===== config.mk =====
export PLATFORM = sky130hd
export DESIGN_NAME = chm_ctrl
export DESIGN_NICKNAME = d
export VERILOG_FILES = /design/src/rtl/core/chm_pkg.sv /design/src/rtl/core/chm_ctrl.sv
export SDC_FILE = /design/constraint.sdc
export NUM_CORES = 1
export LEC_CHECK = 0
export ABC_AREA = 0
export BUFFER_PORTS_ARGS = -buffer_cell sky130_fd_sc_hd__buf_4
export CAP_MARGIN = 15
export CORE_AREA = 2 2 39 41
export CTS_CLUSTER_SIZE = 28
export DETAILED_ROUTE_END_ITERATION = 10
export DIE_AREA = 0 0 41 43
export HOLD_SLACK_MARGIN = 0.05
export PLACE_DENSITY = 0.71
export SYNTH_ARGS = -nofsm -noshare
export SYNTH_HDL_FRONTEND = slang
export SYNTH_SLANG_ARGS = --single-unit

===== constraint.sdc =====
create_clock -name clk -period 4.09 [get_ports clk]
set_input_delay 0.6135 -clock clk [delete_from_list [all_inputs] [get_ports clk]]
set_output_delay 0.6135 -clock clk [all_outputs]
set_load 0.005 [all_outputs]

===== src/rtl/core/chm_pkg.sv =====
`default_nettype none
package chm_pkg;

    localparam int BUCKET_BITS_DEF = 8;
    localparam int POOL_DEPTH_DEF  = 256;
    localparam int KEY_BYTES_DEF   = 8;
    localparam int KEY_W           = 64;
    localparam int VAL_W           = 64;
    localparam int CNT_W           = 9;
    localparam int BW_W            = 4;
    localparam logic [3:0] BW_RESET = 4'd8;

    localparam logic [1:0] REQ_CLEAR  = 2'd0;
    localparam logic [1:0] REQ_INSERT = 2'd1;
    localparam logic [1:0] REQ_LOOKUP = 2'd2;

    // controller to datapath commands
    typedef struct packed {
        logic load;
        logic hash_step;
        logic clear;
        logic head_rd;
        logic follow;
        logic node_rd;
        logic ovw;
        logic link_new;
        logic fin;
        logic set_found;
        logic set_full;
    } chm_cmd_t;

    // datapath status
    typedef struct packed {
        logic hash_done;
        logic chain_end;
        logic key_hit;
        logic pool_full;
    } chm_sts_t;

    localparam logic [31:0] CRC_TAB [256] = '{
      32'h46d1e192, 32'h66edf9aa, 32'h927fc9e5, 32'ha53baacc, 32'h29b47658, 32'h5a411a01,
      32'h0e66d5bd, 32'h0dd5b1db, 32'hcb38340e, 32'h04d4ebb6, 32'h98bc4f54, 32'h36f20f2c,
      32'h4a3047ed, 32'h1ec1e0eb, 32'h568c0c1f, 32'h6a731432, 32'h81367fc6, 32'he3e25237,
      32'he7f64884, 32'h0fa59f64, 32'h4f3109de, 32'hf02d61f5, 32'h5daec03b, 32'h7f740e83,
      32'h056ff2d8, 32'h2026cc0a, 32'h7ac2112d, 32'h82c55605, 32'hb0911ef2, 32'ha7b88e4c,
      32'h89dca282, 32'h4b254d27, 32'h7694a6d3, 32'hd229eadd, 32'h8e8f3738, 32'h5bee7a55,
      32'h012eb6ab, 32'h08dd28c8, 32'hb5abc274, 32'hbc7931f0, 32'hf2396ed5, 32'he4e43d97,
      32'h943f4b7f, 32'h85d0293d, 32'haed83a88, 32'hc8f932fc, 32'hc5496f20, 32'he9228173,
      32'h9b465b7d, 32'hfda26680, 32'h1ddeab35, 32'h0c4f25cb, 32'h86e32faf, 32'he59fa13a,
      32'he192e2c4, 32'hf147da1a, 32'h67620a8d, 32'h5c9a24c5, 32'hfe6afde2, 32'hacad0250,
      32'hd359730b, 32'hf35203b3, 32'h96a4b44d, 32'hfbcacea6, 32'h41a165ec, 32'hd71e53ac,
      32'h835f39bf, 32'h6b6bde7e, 32'hd07085ba, 32'h79064e07, 32'hee5b20c3, 32'h3b90bd65,
      32'h5827aef4, 32'h4d12d31c, 32'h9143496e, 32'h6c485976, 32'hd9552733, 32'h220f6895,
      32'he69def19, 32'heb89cd70, 32'hc9bb9644, 32'h93ec7e0d, 32'h2ace3842, 32'h2b6158da,
      32'h039e9178, 32'hbb5367d7, 32'h55682285, 32'h4315d891, 32'h19fd8906, 32'h7d8d4448,
      32'hb4168a03, 32'h40b56a53, 32'haa3e69e0, 32'ha25182fe, 32'had34d16c, 32'h720c4171,
      32'h9dc3b961, 32'h321db563, 32'h8b801b9e, 32'hf5971893, 32'h14cc1251, 32'h8f4ae962,
      32'hf65aff1e, 32'h13bd9dee, 32'h5e7c78c7, 32'hddb61731, 32'h73832c15, 32'hefebdd5b,
      32'h1f959aca, 32'he801fb22, 32'ha89826ce, 32'h30b7165d, 32'h458a4077, 32'h24fec52a,
      32'h849b065f, 32'h3c6930cd, 32'ha199a81d, 32'hdb768f30, 32'h2e45c64a, 32'hff2f0d94,
      32'h4ea97917, 32'h6f572acf, 32'h653a195c, 32'h17a88c5a, 32'h27e11fb5, 32'h3f09c4c1,
      32'h2f87e71b, 32'hea1493e4, 32'hd4b3a55e, 32'hbe6090be, 32'haf6cd9d9, 32'hda58ca00,
      32'h612b7034, 32'h31711dad, 32'h6d7db041, 32'h8ca786b7, 32'h09e8bf7a, 32'hc3c4d7ea,
      32'ha3cd77a8, 32'h7700f608, 32'hdf3de559, 32'h71c9353f, 32'h9fd236fb, 32'h1675d43e,
      32'h390d9e9a, 32'h21ba4c6b, 32'hbd1371e8, 32'h90338440, 32'hd5f163d2, 32'hb140fef9,
      32'h52f50b57, 32'h3710cf67, 32'h4c11a79c, 32'hc6d6624e, 32'h3dc7afa9, 32'h34a69969,
      32'h70544a26, 32'hf7d9ec98, 32'h7c027496, 32'h1bfb3ba3, 32'hb3b1dc8f, 32'h9a241039,
      32'hf993f5a4, 32'h15786b99, 32'h26e704f7, 32'h51503c04, 32'h028bb3b8, 32'hede5600c,
      32'h9cb22b29, 32'hb6ff339b, 32'h7e771c43, 32'hc71c05f1, 32'h604ca924, 32'h695eed60,
      32'h688ed0bc, 32'h3e0b232f, 32'hf8a39c11, 32'hbae6e67c, 32'hb8cf75e1, 32'h970321a7,
      32'h5328922b, 32'hdef3df2e, 32'h8d0443b0, 32'h2885e3ae, 32'h6435eed1, 32'hcc375e81,
      32'ha98495f6, 32'he0bff114, 32'hb2da3e4f, 32'hc01b5adf, 32'h507e0721, 32'h6267a36a,
      32'h181a6df8, 32'h7baff0c0, 32'hfa6d6c13, 32'h427250b2, 32'he2f742d6, 32'hcd5cc723,
      32'h2d218be7, 32'hb91fbbb1, 32'h9eb946d0, 32'h1c180810, 32'hfc81d602, 32'h0b9c3f52,
      32'hc2ea456f, 32'h1165b2c9, 32'habf4ad75, 32'h0a56fc8c, 32'h12e0f818, 32'hcadbcba1,
      32'h2586be56, 32'h952c9b46, 32'h07c6a43c, 32'h78967df3, 32'h477b2e49, 32'h2c5d7b6d,
      32'h8a637272, 32'h59acbcb4, 32'h74a0e447, 32'hc1f8800f, 32'h35c015dc, 32'h230794c2,
      32'h4405f328, 32'hec2adba5, 32'hd832b845, 32'h6e4ed287, 32'h48e9f7a2, 32'ha44be89f,
      32'h38cbb725, 32'hbf6ef4e6, 32'hdc0e83fa, 32'h54238d12, 32'hf4f0c1e3, 32'ha60857fd,
      32'hc43c64b9, 32'h00c851ef, 32'h33d75f36, 32'h5fd39866, 32'hd1efa08a, 32'ha0640089,
      32'h877a978b, 32'h99175d86, 32'h57dfacbb, 32'hceb02de9, 32'hcf4d5c09, 32'h3a8813d4,
      32'hb7448816, 32'h63fa5568, 32'h06be014b, 32'hd642fa7b, 32'h10aa7c90, 32'h8082c88e,
      32'h1afcba79, 32'h7519549d, 32'h490a87ff, 32'h8820c3a0
    };

endpackage
`default_nettype wire


===== src/rtl/core/chm_ctrl.sv =====
`default_nettype none
module chm_ctrl
(
    input  wire logic             clk,
    input  wire logic             rst_n,
    input  wire logic             start,
    input  wire logic [1:0]       req_type,
    input  wire chm_pkg::chm_sts_t sts,
    output logic                  busy,
    output logic                  done,
    output chm_pkg::chm_cmd_t     cmd
);
    import chm_pkg::*;

    localparam logic [2:0] S_IDLE = 3'd0;
    localparam logic [2:0] S_HASH = 3'd1;
    localparam logic [2:0] S_HEAD = 3'd2;
    localparam logic [2:0] S_NODE = 3'd3;
    localparam logic [2:0] S_CMP  = 3'd4;
    localparam logic [2:0] S_FIN  = 3'd5;

    logic [2:0] state_reg, state_next;
    logic [1:0] req_reg, req_next;
    logic       done_reg, done_next;

    // next state and commands
    always_comb
    begin
        state_next = state_reg;
        req_next   = req_reg;
        done_next  = 1'b0;
        cmd        = '0;
        unique case (state_reg)
            S_IDLE:
            begin
                // the done cycle still reports busy, so no start is taken then
                if (start && !done_reg)
                begin
                    cmd.load = 1'b1;
                    req_next = req_type;
                    if (req_type == REQ_INSERT || req_type == REQ_LOOKUP)
                        state_next = S_HASH;
                    else
                    begin
                        if (req_type == REQ_CLEAR)
                            cmd.clear = 1'b1;
                        state_next = S_FIN;
                    end
                end
            end
            S_HASH:
            begin
                cmd.hash_step = 1'b1;
                if (sts.hash_done)
                    state_next = S_HEAD;
            end
            S_HEAD:
            begin
                cmd.head_rd = 1'b1;
                state_next  = S_NODE;
            end
            S_NODE:
            begin
                if (sts.chain_end)
                begin
                    if (req_reg == REQ_INSERT)
                    begin
                        if (sts.pool_full)
                            cmd.set_full = 1'b1;
                        else
                            cmd.link_new = 1'b1;
                    end
                    state_next = S_FIN;
                end
                else
                begin
                    cmd.node_rd = 1'b1;
                    state_next  = S_CMP;
                end
            end
            S_CMP:
            begin
                if (sts.key_hit)
                begin
                    cmd.set_found = 1'b1;
                    cmd.ovw       = (req_reg == REQ_INSERT);
                    state_next    = S_FIN;
                end
                else
                begin
                    cmd.follow = 1'b1;
                    state_next = S_NODE;
                end
            end
            S_FIN:
            begin
                cmd.fin    = 1'b1;
                done_next  = 1'b1;
                state_next = S_IDLE;
            end
            default: state_next = S_IDLE;
        endcase
    end

    always_ff @(posedge clk or negedge rst_n)
    begin
        if (!rst_n)
        begin
            state_reg <= S_IDLE;
            req_reg   <= REQ_CLEAR;
            done_reg  <= 1'b0;
        end
        else
        begin
            state_reg <= state_next;
            req_reg   <= req_next;
            done_reg  <= done_next;
        end
    end

    assign busy = (state_reg != S_IDLE) || done_reg;
    assign done = done_reg;

    a_done_after_fin: assert property (@(posedge clk) disable iff (!rst_n)
        (state_reg == S_FIN) |=> done_reg)
        else $error("done missing after finish");
    a_no_start_busy: assert property (@(posedge clk) disable iff (!rst_n)
        (state_reg != S_IDLE) |-> busy)
        else $error("busy low while working");
    a_done_single: assert property (@(posedge clk) disable iff (!rst_n)
        done_reg |=> !done_reg)
        else $error("done held two cycles");
endmodule
`default_nettype wire


==> flow_summary.ini, run 1 <==
[die]
fp.coreArea_um2 = 1384
rows = 14
die_h_um = 43
io_pins = 22
die_w_um = 41
dieArea_um2 = 1763
start_util_pct = 30.65

[global_routing]
grt_max_degree = 14
grtUsageTotal_pct = 12.25
grt_pass1_wl_um = 1421
antenna_found_initial = 0
grtUsageMet3_pct = 3.141
grt_pass1_vias = 348
gr-total-overflow = 0
gr-max-usage-layer = met2
use_met2_pct = 18.75
met1_usage_pct = 13.20

[cells_and_area]
insertedDiodeCount = 0
largest_register_ffs = 3
area_delta_synth_final_pct = 40.12
final_layout_size_suffix_gt1_share_pct = 40.58
multi_input_area_um2 = 225.2
fillers = 136
register_area_um2 = 150.1
final_nets = 81

[flow_run]
cap_violations = 0

[power]
irDropWorstVdd_mv = 0.1942
p_clk_share_pct = 14.6
p_int_mw = 0.2142
power_frac_comb_pct = 46.4
seqPwrFrac_pct = 39.0
p_leak_nw = 0.3056
netSwitchingFraction_pct = 38.44
power.density_nw_per_um2 = 585.5
switching_power_mw = 0.1338

[cts]
root_buffer = clkbuf_4
clock-sinks = 6
clock_latency_ns = 0.24
ctsResizeCount = 0
cts_buffers = 3
clock_path_buffers = 2
cts_tree = done
cts_hold_buf = 0
clk_pin_slew_ns = 0.04
ctsHtreeMaxLevel = 1
post-cts-setup-buffers = 0

[logic_synthesis]
async_flop_share_pct = 100.0
synth_commonest_cells = dfrtp_1, inv_1, nor2_1
synth.avg_cell_area_um2 = 8.656
synth_top_area_cell = dfrtp_1
yosysWarningCount = 0
syn_nets = 59
synth_top_area_share_pct = 35.40
syn_area_um2 = 424.2
synthTopCellsByArea = dfrtp_1, nor2b_1, mux2_1, nor3b_1, nor4_4
yosysSeqAreaShare_pct = 35.40
synth_cells = 49
synth_cell_types = 23
synth_ff_type = dfrtp_1
synth.most_common_cell = dfrtp_1
synth_edf_count = 0
ys_ff_latch = 6

[sta]
fin_crit_sh_pct = 50.26
slew_violations = 0
setup_tns_ns = 0
setup_viol = 0
rsz0062_at_grt = false
fin_ws_ns = 2.034
worstMarginPinSlew_ns = 0.3975
relSlewSlack_pct = 73.50
period_needed_ns = 2.056
fin_skew_ns = 0.004484
final_hold_viol_count = 0
fmax_mhz = 486.5

[detailed_routing]
drt_wl_total_um = 891
dr.pass1.iters = 2
vias_per_cell = 4.682
drt_iter0_markers = 1
drtAntennaViolNets = 0
vias = 398
drc = 0
drt-wirelength-per-cell_um = 10.48

[placement]
dp_worst_setup_slack_ns = 2.281
gp_congestion = 0.6183
port-buffer-count = 21
hpwl_um = 749.7

[critical_path]
path_max_fanout = 10
startpoint_type = flip-flop
crit_required_ns = 3.48
path_class = reg -> out
end_kind = output port
critPathArrivalTime_ns = 1.44

[status]
status = completed

[worst_hold_path]
worst_hold_path_type = in -> async
-- cells by family (layout without fill, tap and decap cells) --
group           count (synthesis)  in the layout  synth area share [%]
compound gates                  7              7                 9.735
flops                           6              6                 35.40
mux                             2              2                 5.309
buf+inv                         9             29                 11.50
simple gates                   24             24                 35.10
fa+ha+maj                       1              1                 2.949
-- power by group through the flow --
| stage | Sequential (mW) | Combinational [mW] | Clock, mW |
|---|---|---|---|
| after floorplan | 0.100 | 0.146 | 0 |
| after global placement | 0.134 | 0.160 | 0 |
| after detailed placement | 0.136 | 0.164 | 0 |
| after CTS | 0.135 | 0.165 | 0.0538 |
| after global routing | 0.143 | 0.182 | 0.0606 |
| final | 0.136 | 0.161 | 0.0509 |
-- area by class of cell --
class	count	share of cell area (%)
Multi-Input combinational cell	34	37.89
Clock buffer	3	3.789
Inverter	5	3.158
Tap cell	16	3.368
Timing Repair Buffer	21	26.53
Sequential cell	6	25.26
-- metrics by stage --
step                hold WS, ns  power (mW)  std cells  utilization, %  area, um^2
floorplan                0.3179      0.2464         49               -       424.2
global placement         0.4210      0.2943         82           41.32       571.8
detailed placement       0.4225      0.3005         82           41.32       571.8
CTS                      0.1650      0.3536         85           42.95       594.3
global route             0.1551      0.3854         85           42.95       594.3
finish                   0.1725      0.3480         85           42.95       594.3
-- placed cells by master (no fill, tap or decap), types with 2 or more instances in the layout --
cell type	Yosys	routed
nor3_1	2	2
dfrtp_1	6	6
mux2_1	2	2
nor3b_1	3	3
clkbuf_4	0	3
buf_4	2	21
inv_1	5	5
nor2_1	5	5
nand2_1	4	4
o21ai_0	3	3
nor2b_1	4	4
-- final timing paths --
| check | startpoint | end | slack [ns] | cells after the start |
|---|---|---|---|---|
| worst max-delay path | state_reg[0] | cmd[0] | 2.03 | 4 |
| worst min-delay path | rst_n | state_reg[1] | 0.17 | 1 |
| worst max register to register | state_reg[1] | req_reg[0] | 2.66 | 3 |
| worst min register to register | req_reg[0] | req_reg[0] | 0.50 | 1 |
| max in group asynchronous | rst_n | done | 3.80 | 1 |
| min in group clk | req_reg[0] | req_reg[0] | 0.50 | 1 |
-- worst max-delay path, stage by stage (launching register included) --
cell,delay (ns)
dfrtp_1,0.52
nor2b_1,0.21
nand2_1,0.13
nor3_1,0.21
buf_4,0.14
-- per-layer routing --
layer	wire, um	share of wire (%)	vias to the layer above
met5	0	0	-
met4	10	1.1	0
met3	58	6.5	2
met2	452	51	13
met1	370	42	179
li1	-	-	204
No activity file was read; power rests on OpenSTA's default activity.
==> run 2: changes to the inputs <==
==> constraint.sdc (replaced) <==
create_clock -name clk -period 1.9 [get_ports clk]
set_input_delay 0.285 -clock clk [delete_from_list [all_inputs] [get_ports clk]]
set_output_delay 0.285 -clock clk [all_outputs]
set_load 0.005 [all_outputs]
==> run 2 against run 1 <==
Net effect:
- clock skew is 0.0016 ns lower
- worst setup slack worse by 1.8 ns
- sequential power is 110% higher
- register-to-register slack worse by 2.2 ns
- combinational power is 110% higher
- non-clock buffer count is 1 higher
- cell count is 1.2% higher
- flip-flop and latch count stayed put
- critical path depth stayed put
- first-iteration DRC count stayed put
- clock power is 120% higher
==> flow_summary.ini, run 2 (synthesis gave the netlist of run 1 again) <==
[sta]
slew_violations = 0
fin_crit_sh_pct = 89.31
setup_viol = 0
fmax_mhz = 589.3
period_needed_ns = 1.697
final_hold_viol_count = 0
worstMarginPinSlew_ns = 0.3795
relSlewSlack_pct = 74.70
setup_tns_ns = 0
rsz0062_at_grt = false
fin_skew_ns = 0.002931

[die]
rows = 14
dieArea_um2 = 1763
io_pins = 22
die_h_um = 43
die_w_um = 41
fp.coreArea_um2 = 1384
start_util_pct = 30.65

[global_routing]
gr-total-overflow = 0
grtUsageTotal_pct = 10.54
antenna_found_initial = 0
grt_pass1_wl_um = 1242
grt_max_degree = 14
grt_pass1_vias = 316

[power]
irDropWorstVdd_mv = 0.5893
seqPwrFrac_pct = 38.4
p_int_mw = 0.4625
power.density_nw_per_um2 = 1228
switching_power_mw = 0.2794
p_total_mw = 0.7419
netSwitchingFraction_pct = 37.66
p_leak_nw = 0.3097
p_clk_share_pct = 14.9
power_frac_comb_pct = 46.7

[critical_path]
endpoint = cmd[3]
r2r-start = state_reg[1]
reg2reg_slack_ns = 0.48
critPathArrivalTime_ns = 1.41
path_class = reg -> out
rr_endpoint = req_reg[0]
crit_required_ns = 1.62
crit_path_start = state_reg[0]
startpoint_type = flip-flop
path_max_fanout = 10
end_kind = output port
ff2ff_path_depth = 3

[placement]
dpl-instance-area_um2 = 571.8
hpwl_um = 712.4
post-place-cells = 82
gp_congestion = 0.6732
port-buffer-count = 21

[cells_and_area]
area_delta_synth_final_pct = 42.48
largest_register_ffs = 3
final_nets = 82
layout_commonest_cell = buf_4
fin_area_um2 = 604.3
multi_input_area_um2 = 225.2
instances_no_fill = 86
fillers = 141
insertedDiodeCount = 0
final_util_pct = 43.67
final_layout_size_suffix_gt1_share_pct = 40.00
mostFrequentLayoutCells = buf_4, dfrtp_1, inv_1, nor2_1
register_area_um2 = 150.1

[detailed_routing]
drt_wl_total_um = 844
drt-wirelength-per-cell_um = 9.814
drtAntennaViolNets = 0
drc = 0
vias = 384
drt_iter0_markers = 1
dr.pass1.iters = 2
vias_per_cell = 4.465

[cts]
root_buffer = clkbuf_4
clk_pin_slew_ns = 0.04
ctsHtreeMaxLevel = 1
clock_path_buffers = 2
cts_buffers = 3
cts_tree = done
ctsResizeCount = 0
post-cts-setup-buffers = 0
clock_latency_ns = 0.24
clock-sinks = 6

[status]
status = completed

[worst_hold_path]
worst_hold_path_type = in -> reg

[flow_run]
cap_violations = 0
==> run 2: cell count changes in the layout (fill, tap and decap cells not counted) <==
cell / delta
dlygate4sd3_1: +1
==> run 2: worst max-delay path: stages (launching register included) <==
cell,delay [ns]
dfrtp_1,0.50
nor2b_1,0.22
nand2_1,0.12
nor3_1,0.20
buf_4,0.14
==> run 2: through the flow <==
stage / hold slack [ns] / worst slack (ns)
after floorplan: -0.01059 / 0.5903
after global placement: 0.09172 / 0.4606
after detailed placement: 0.09416 / 0.4503
after CTS: 0.2761 / 0.1806
after global routing: 0.2746 / 0.08288
final: 0.2817 / 0.2030
==> run 2: layout make-up <==
cell class	instances	share of cell area (%)
Multi-Input combinational cell	34	37.27
Clock buffer	3	3.727
Tap cell	16	3.313
Timing Repair Buffer	22	27.74
Inverter	5	3.106
Sequential cell	6	24.84
==> run 2: routing by layer <==
metal	GRT usage, %	up-vias	part of all wire [%]
met5	0	-	0
li1	-	204	-
met3	1.571	0	7.2
met1	12.91	167	43
met4	8.000	0	0
met2	15.63	13	50
==> run 2: how the worst min path moves through the flow <==
stage	from	endpoint	slack, ns	cells past startpoint
finish	req_type[1]	req_reg[1]	0.28	2
global route	req_type[1]	req_reg[1]	0.27	2
detailed placement	rst_n	state_reg[1]	0.09	1
global placement	rst_n	state_reg[1]	0.09	1
CTS	req_type[1]	req_reg[1]	0.28	2
floorplan	rst_n	done	-0.01	0
==> run 2: repair_timing <==
item                       4_1_cts  5_1_grt
hold endpoints to repair         6        0
setup endpoints to repair        0        0
hold buffers                     1        0
==> run 2: power by group through the flow <==
| stage | clock network, mW | logic (mW) | registers [mW] |
|---|---|---|---|
| after floorplan | 0 | 0.314 | 0.216 |
| after global placement | 0 | 0.349 | 0.282 |
| after detailed placement | 0 | 0.352 | 0.286 |
| after CTS | 0.119 | 0.355 | 0.284 |
| after global routing | 0.124 | 0.391 | 0.298 |
| final | 0.111 | 0.346 | 0.285 |
